<file path="src/design/tri2d_pkg.sv">
// ---------------------------------------------------------------------------
// tri2d_pkg
// Types, constants and register indexes shared by the 2-D trilateration block.
// ---------------------------------------------------------------------------
package tri2d_pkg;

  localparam int COORD_BITS_DEF = 16;
  localparam int FRAC_BITS_DEF  = 8;
  localparam int REG_W          = 16;
  localparam int IDX_W          = 3;
  localparam int NUM_REGS       = 6;

  localparam logic [IDX_W-1:0] REG_AX = 3'd0;
  localparam logic [IDX_W-1:0] REG_AY = 3'd1;
  localparam logic [IDX_W-1:0] REG_BX = 3'd2;
  localparam logic [IDX_W-1:0] REG_BY = 3'd3;
  localparam logic [IDX_W-1:0] REG_CX = 3'd4;
  localparam logic [IDX_W-1:0] REG_CY = 3'd5;

  typedef struct packed {
    logic [15:0] range_to_a;
    logic [15:0] range_to_b;
    logic [15:0] range_to_c;
  } tri_in_t;

  typedef struct packed {
    logic signed [31:0] pos_x;
    logic signed [31:0] pos_y;
    logic               x_failed;
    logic               y_failed;
  } tri_out_t;

  // numerator/denominator widths (bounded for COORD_BITS <= 20)
  localparam int NUM_W = 128;
  localparam int DEN_W = 72;
  localparam int CNT_W = 8;

  typedef struct packed {
    logic signed [NUM_W-1:0] num;
    logic signed [DEN_W-1:0] den;
  } div_job_t;

endpackage

</file>
<file path="src/design/tri2d_div.sv">
// ---------------------------------------------------------------------------
// tri2d_div
// Sequential signed divider: trunc(num*2^FRAC/den), saturated to 32 bits.
// One quotient bit per cycle, restoring.
// ---------------------------------------------------------------------------
module tri2d_div import tri2d_pkg::*; #(
  parameter int FRAC_BITS = FRAC_BITS_DEF
) (
  input  logic               clk,
  input  logic               rst,
  input  logic               start,
  input  div_job_t           job,
  output logic               busy,
  output logic               done,
  output logic signed [31:0] quot
);
  localparam int SH_W = NUM_W + 16;

  logic [SH_W-1:0]  n;
  logic [DEN_W:0]   r;
  logic [DEN_W-1:0] dm;
  logic [CNT_W:0]   cnt;
  logic             neg;
  logic [DEN_W:0]   r_sh;
  logic [DEN_W:0]   r_sub;
  logic [NUM_W-1:0] nmag;
  logic [SH_W-1:0]  q;

  assign nmag  = job.num[NUM_W-1] ? NUM_W'(-job.num) : NUM_W'(job.num);
  assign r_sh  = {r[DEN_W-1:0], n[SH_W-1]};
  assign r_sub = r_sh - {1'b0, dm};

  always_ff @(posedge clk) begin
    done <= 1'b0;
    if (rst) begin
      busy <= 1'b0;
      cnt  <= '0;
    end else if (start && !busy) begin
      busy <= 1'b1;
      n    <= SH_W'(nmag) << FRAC_BITS;
      dm   <= job.den[DEN_W-1] ? DEN_W'(-job.den) : DEN_W'(job.den);
      neg  <= job.num[NUM_W-1] ^ job.den[DEN_W-1];
      r    <= '0;
      q    <= '0;
      cnt  <= (CNT_W+1)'(SH_W);
    end else if (busy) begin
      n <= n << 1;
      if (!r_sub[DEN_W]) begin
        r <= r_sub;
        q <= {q[SH_W-2:0], 1'b1};
      end else begin
        r <= r_sh;
        q <= {q[SH_W-2:0], 1'b0};
      end
      cnt <= cnt - 1'b1;
      if (cnt == (CNT_W+1)'(1)) begin
        busy <= 1'b0;
        done <= 1'b1;
      end
    end
  end

  always_comb begin
    if (neg) begin
      if (q > SH_W'(64'h8000_0000)) quot = 32'sh8000_0000;
      else quot = 32'(-q[31:0]);
    end else begin
      if (q > SH_W'(64'h7FFF_FFFF)) quot = 32'sh7FFF_FFFF;
      else quot = q[31:0];
    end
  end
endmodule

</file>
<file path="config.mk">
export PLATFORM = sky130hd
export DESIGN_NAME = tri2d_div
export DESIGN_NICKNAME = d
export VERILOG_FILES = /design/src/design/tri2d_pkg.sv /design/src/design/tri2d_div.sv
export SDC_FILE = /design/constraint.sdc
export NUM_CORES = 1
export LEC_CHECK = 0
export BUFFER_PORTS_ARGS = -buffer_cell sky130_fd_sc_hd__buf_2
export CELL_PAD_IN_SITES_DETAIL_PLACEMENT = 0
export CELL_PAD_IN_SITES_GLOBAL_PLACEMENT = 1
export CORE_UTILIZATION = 40
export CTS_BUF_LIST = sky130_fd_sc_hd__clkbuf_4 sky130_fd_sc_hd__clkbuf_8
export DETAILED_ROUTE_END_ITERATION = 6
export HOLD_SLACK_MARGIN = 0.15
export PLACE_DENSITY = 0.79
export SYNTH_ARGS = -nofsm -noshare
export SYNTH_HDL_FRONTEND = slang
export SYNTH_SLANG_ARGS = --single-unit
</file>
<file path="constraint.sdc">
create_clock -name clk -period 22.3 [get_ports clk]
set_clock_uncertainty 0.2 [all_clocks]
set_input_delay 1.115 -clock clk [delete_from_list [all_inputs] [get_ports clk]]
set_output_delay 1.115 -clock clk [all_outputs]
set_load 0.03 [all_outputs]
</file>
==> impl_metrics.yaml <==
synthesis:
  synth_simple_gate_area_frac: 0.1997
  synth_area_leaders: "edfxtp_1 47%, xor2_1 5.4%, o21ai_0 5.1%"
  yosysSeqAreaShare: 0.4816
  synthTopCellsByCount: "425 x edfxtp_1, 332 x nand2_1, 275 x o21ai_0"
  synth_top_family_by_area: "simple AND/OR/NAND/NOR gates"
  synth_cell_types: 70
  synth_area_leader_cell: "edfxtp_1"
  yosysWarnings: 0
  synth_xor_area_frac: 0.08707
  synth_area_um2: 26960
  ys.flop_type: "edfxtp_1"
  synth_seq_cells: 436
  synth_edf_count: 425
  syn-mean-instance-area_um2: 9.611
  synth_cells: 2805
  synth.area.mux_share: 0.007147
  synth_compound_area_frac: 0.1510
  async_flop_share: 0
  synth_most_common_cell: "edfxtp_1"
  synthAdderAreaFrac: 0.03648
  yosysTopAreaCellShare: 0.4734
  synth.net_count: 3086
clock_tree:
  root_buffer: "clkbuf_8"
  post-cts-setup-buffers: 0
  ctsHoldBuffers: 0
  cts_tree: "yes"
  cts.sinks: 436
  cts_buffers: 76
  htree_levels: 3
  ctsResizeCount: 0
  insertion_delay_ns: 0.65
  clock_path_buffers: 3
  clk_pin_slew_ns: 0.06
grt:
  grt_pass1_vias: 20560
  overflow: 0
  antenna_found_initial: 30
  track_usage: 0.2011
  grt_pass1_wl_mm: 110.0
  grt_max_degree: 186
detailed_routing:
  viasPerCell: 5.518
  drt-initial-drc-count: 1717
  top_layer: "met5"
  drtPass1Iterations: 5
  wl_mm: 69.63
  wl_met3_mm: 4.905
  wl_met2_mm: 30.37
  ant_nets: 0
  drc_errors: 0
  vias: 21670
  avgRoutedWirePerCell_um: 17.73
  drt-met1-wl_mm: 32.72
pwr:
  comb_power_share: 0.236
  netSwitchingPower_uw: 710.8
  switching_share: 0.3128
  p_per_area_nw_per_um2: 74.97
  peakVddDrop_mv: 0.05070
  total_power_mw: 2.273
  seqPwrFrac: 0.454
  leakage_nw: 11.26
  intPower_mw: 1.562
  p_clk_frac: 0.310
timing:
  tightest_slew_ns: 1.180
  max_freq_mhz: 131.3
  slew_headroom: 0.2133
  period_minus_slack_ns: 7.616
  fin_crit_sh: 0.3415
  rsz0062_at_grt: "false"
  holdWs_ns: 0.2840
  worst_slack_ns: 14.68
  finalSetupViolCount: 0
  finalHoldViolations: 0
  drv_slew: 0
  finalSetupTns_ns: 0
run_status:
  status: "finished, final reports clean"
floorplan:
  boundaryPins: 237
  num_rows: 94
  die_h_um: 261.6
  dieArea_um2: 68440
  start_util: 0.4071
  coreArea_um2: 66220
  die_x_um: 261.6
flow_run:
  drv_cap: 0
hold_path:
  hold_path.class: "reg -> reg"
  hold_depth: 1
placement:
  io_buffers: 236
  place_ws_ns: 15.47
  place_hpwl_mm: 50.32
  place_congestion: 0.9551
critical_path:
  path_class: "reg -> out"
  crit_fanout: 30
  crit_path_end_kind: "primary output"
  arrival_ns: 6.30
  start_kind: "register"
  reg2reg_depth: 13
  crit_required_ns: 20.99
layout:
  layout.nets: 3274
  finish.utilization: 0.4578
  area_growth_pct: 12.45
  layout-drive-gt1-share: 0.1341
through the flow:
step / instance area, um2 / cells
final: 30310 / 3928
after global routing: 30310 / 3926
after CTS: 30280 / 3915
after detailed placement: 28850 / 3779
after global placement: 28850 / 3779
after floorplan: 26960 / 2805
placed cells by master, fill, tap and decap left out, types with 40 or more instances in the layout:
cell type  synthesis  routed
a21oi_1          152     152
and2_1           155     155
buf_2              1     235
clkbuf_8           0      79
edfxtp_1         425     425
ha_1              77      77
inv_1            124     124
nand2_1          332     332
nand4_1           47      47
nor2_1           201     199
nor3_1            61      61
nor4_1            51      51
o21ai_0          275     275
o31ai_1           61      61
or3_1             54      54
or4_1             40      40
xnor2_1          102     102
xor2_1           166     166
critical path: stages (launching register included):
cell and delay [ns]:
edfxtp_1 0.42, inv_1 0.13, ha_1 0.19, or3b_2 0.53, nor4_1 0.48, nand4_1 0.29, or4_1 0.48, or3_1 0.40
o41ai_1 0.26, nand3_1 0.75, inv_1 0.31, nand2_1 0.46, o311ai_0 0.64, buf_2 0.29
final cells by class:
type                            count  area, um2
Clock inverter                     37      192.7
Clock buffer                       99       1237
Inverter                          124      465.4
Sequential cell                   436      12980
Tap cell                          864       1081
Multi-Input combinational cell   2103      13010
Fill cell                        6341      35900
Antenna cell                       13      32.53
Timing Repair Buffer              252       1316
final timing paths:
kind	start	end	slack [ns]
setup / recovery	q[0]	quot[2]	14.68
hold / removal	cnt[7]	cnt[7]	0.28
setup reg to reg	n[143]	r[69]	16.72
hold reg to reg	cnt[7]	cnt[7]	0.28
flip-flops by register name, indices dropped and copies added (netlist names):
signal and flops:
busy 1, neg 1, dm 72, q 144, n 136, r 72, cnt 9, done 1
routing by layer:
metal | vias up | global-route usage
met3 | 109 | 0.05217
li1 | 10630 | -
met4 | 34 | 0.06492
met2 | 560 | 0.2991
met1 | 10350 | 0.2839
met5 | - | 0
cell families (layout without fill, tap and decap cells):
| kind of cell | Yosys count | in the layout |
|---|---|---|
| AOI/OAI and AO/OA | 667 | 667 |
| xor gates and xnor gates | 268 | 268 |
| adders and majority gates | 78 | 78 |
| buffers and inverters | 266 | 512 |
| DFF | 436 | 436 |
| muxes | 19 | 19 |
| other | 0 | 13 |
| and+or+nand+nor | 1071 | 1071 |
power groups by stage:
stage	registers [mW]	clock network [mW]	logic, mW
floorplan	1.05	0	0.390
global placement	1.05	0	0.525
detailed placement	1.05	0	0.533
CTS	1.03	0.730	0.536
global route	1.04	0.764	0.600
finish	1.03	0.704	0.537
No activity file was read; power rests on OpenSTA's default activity.
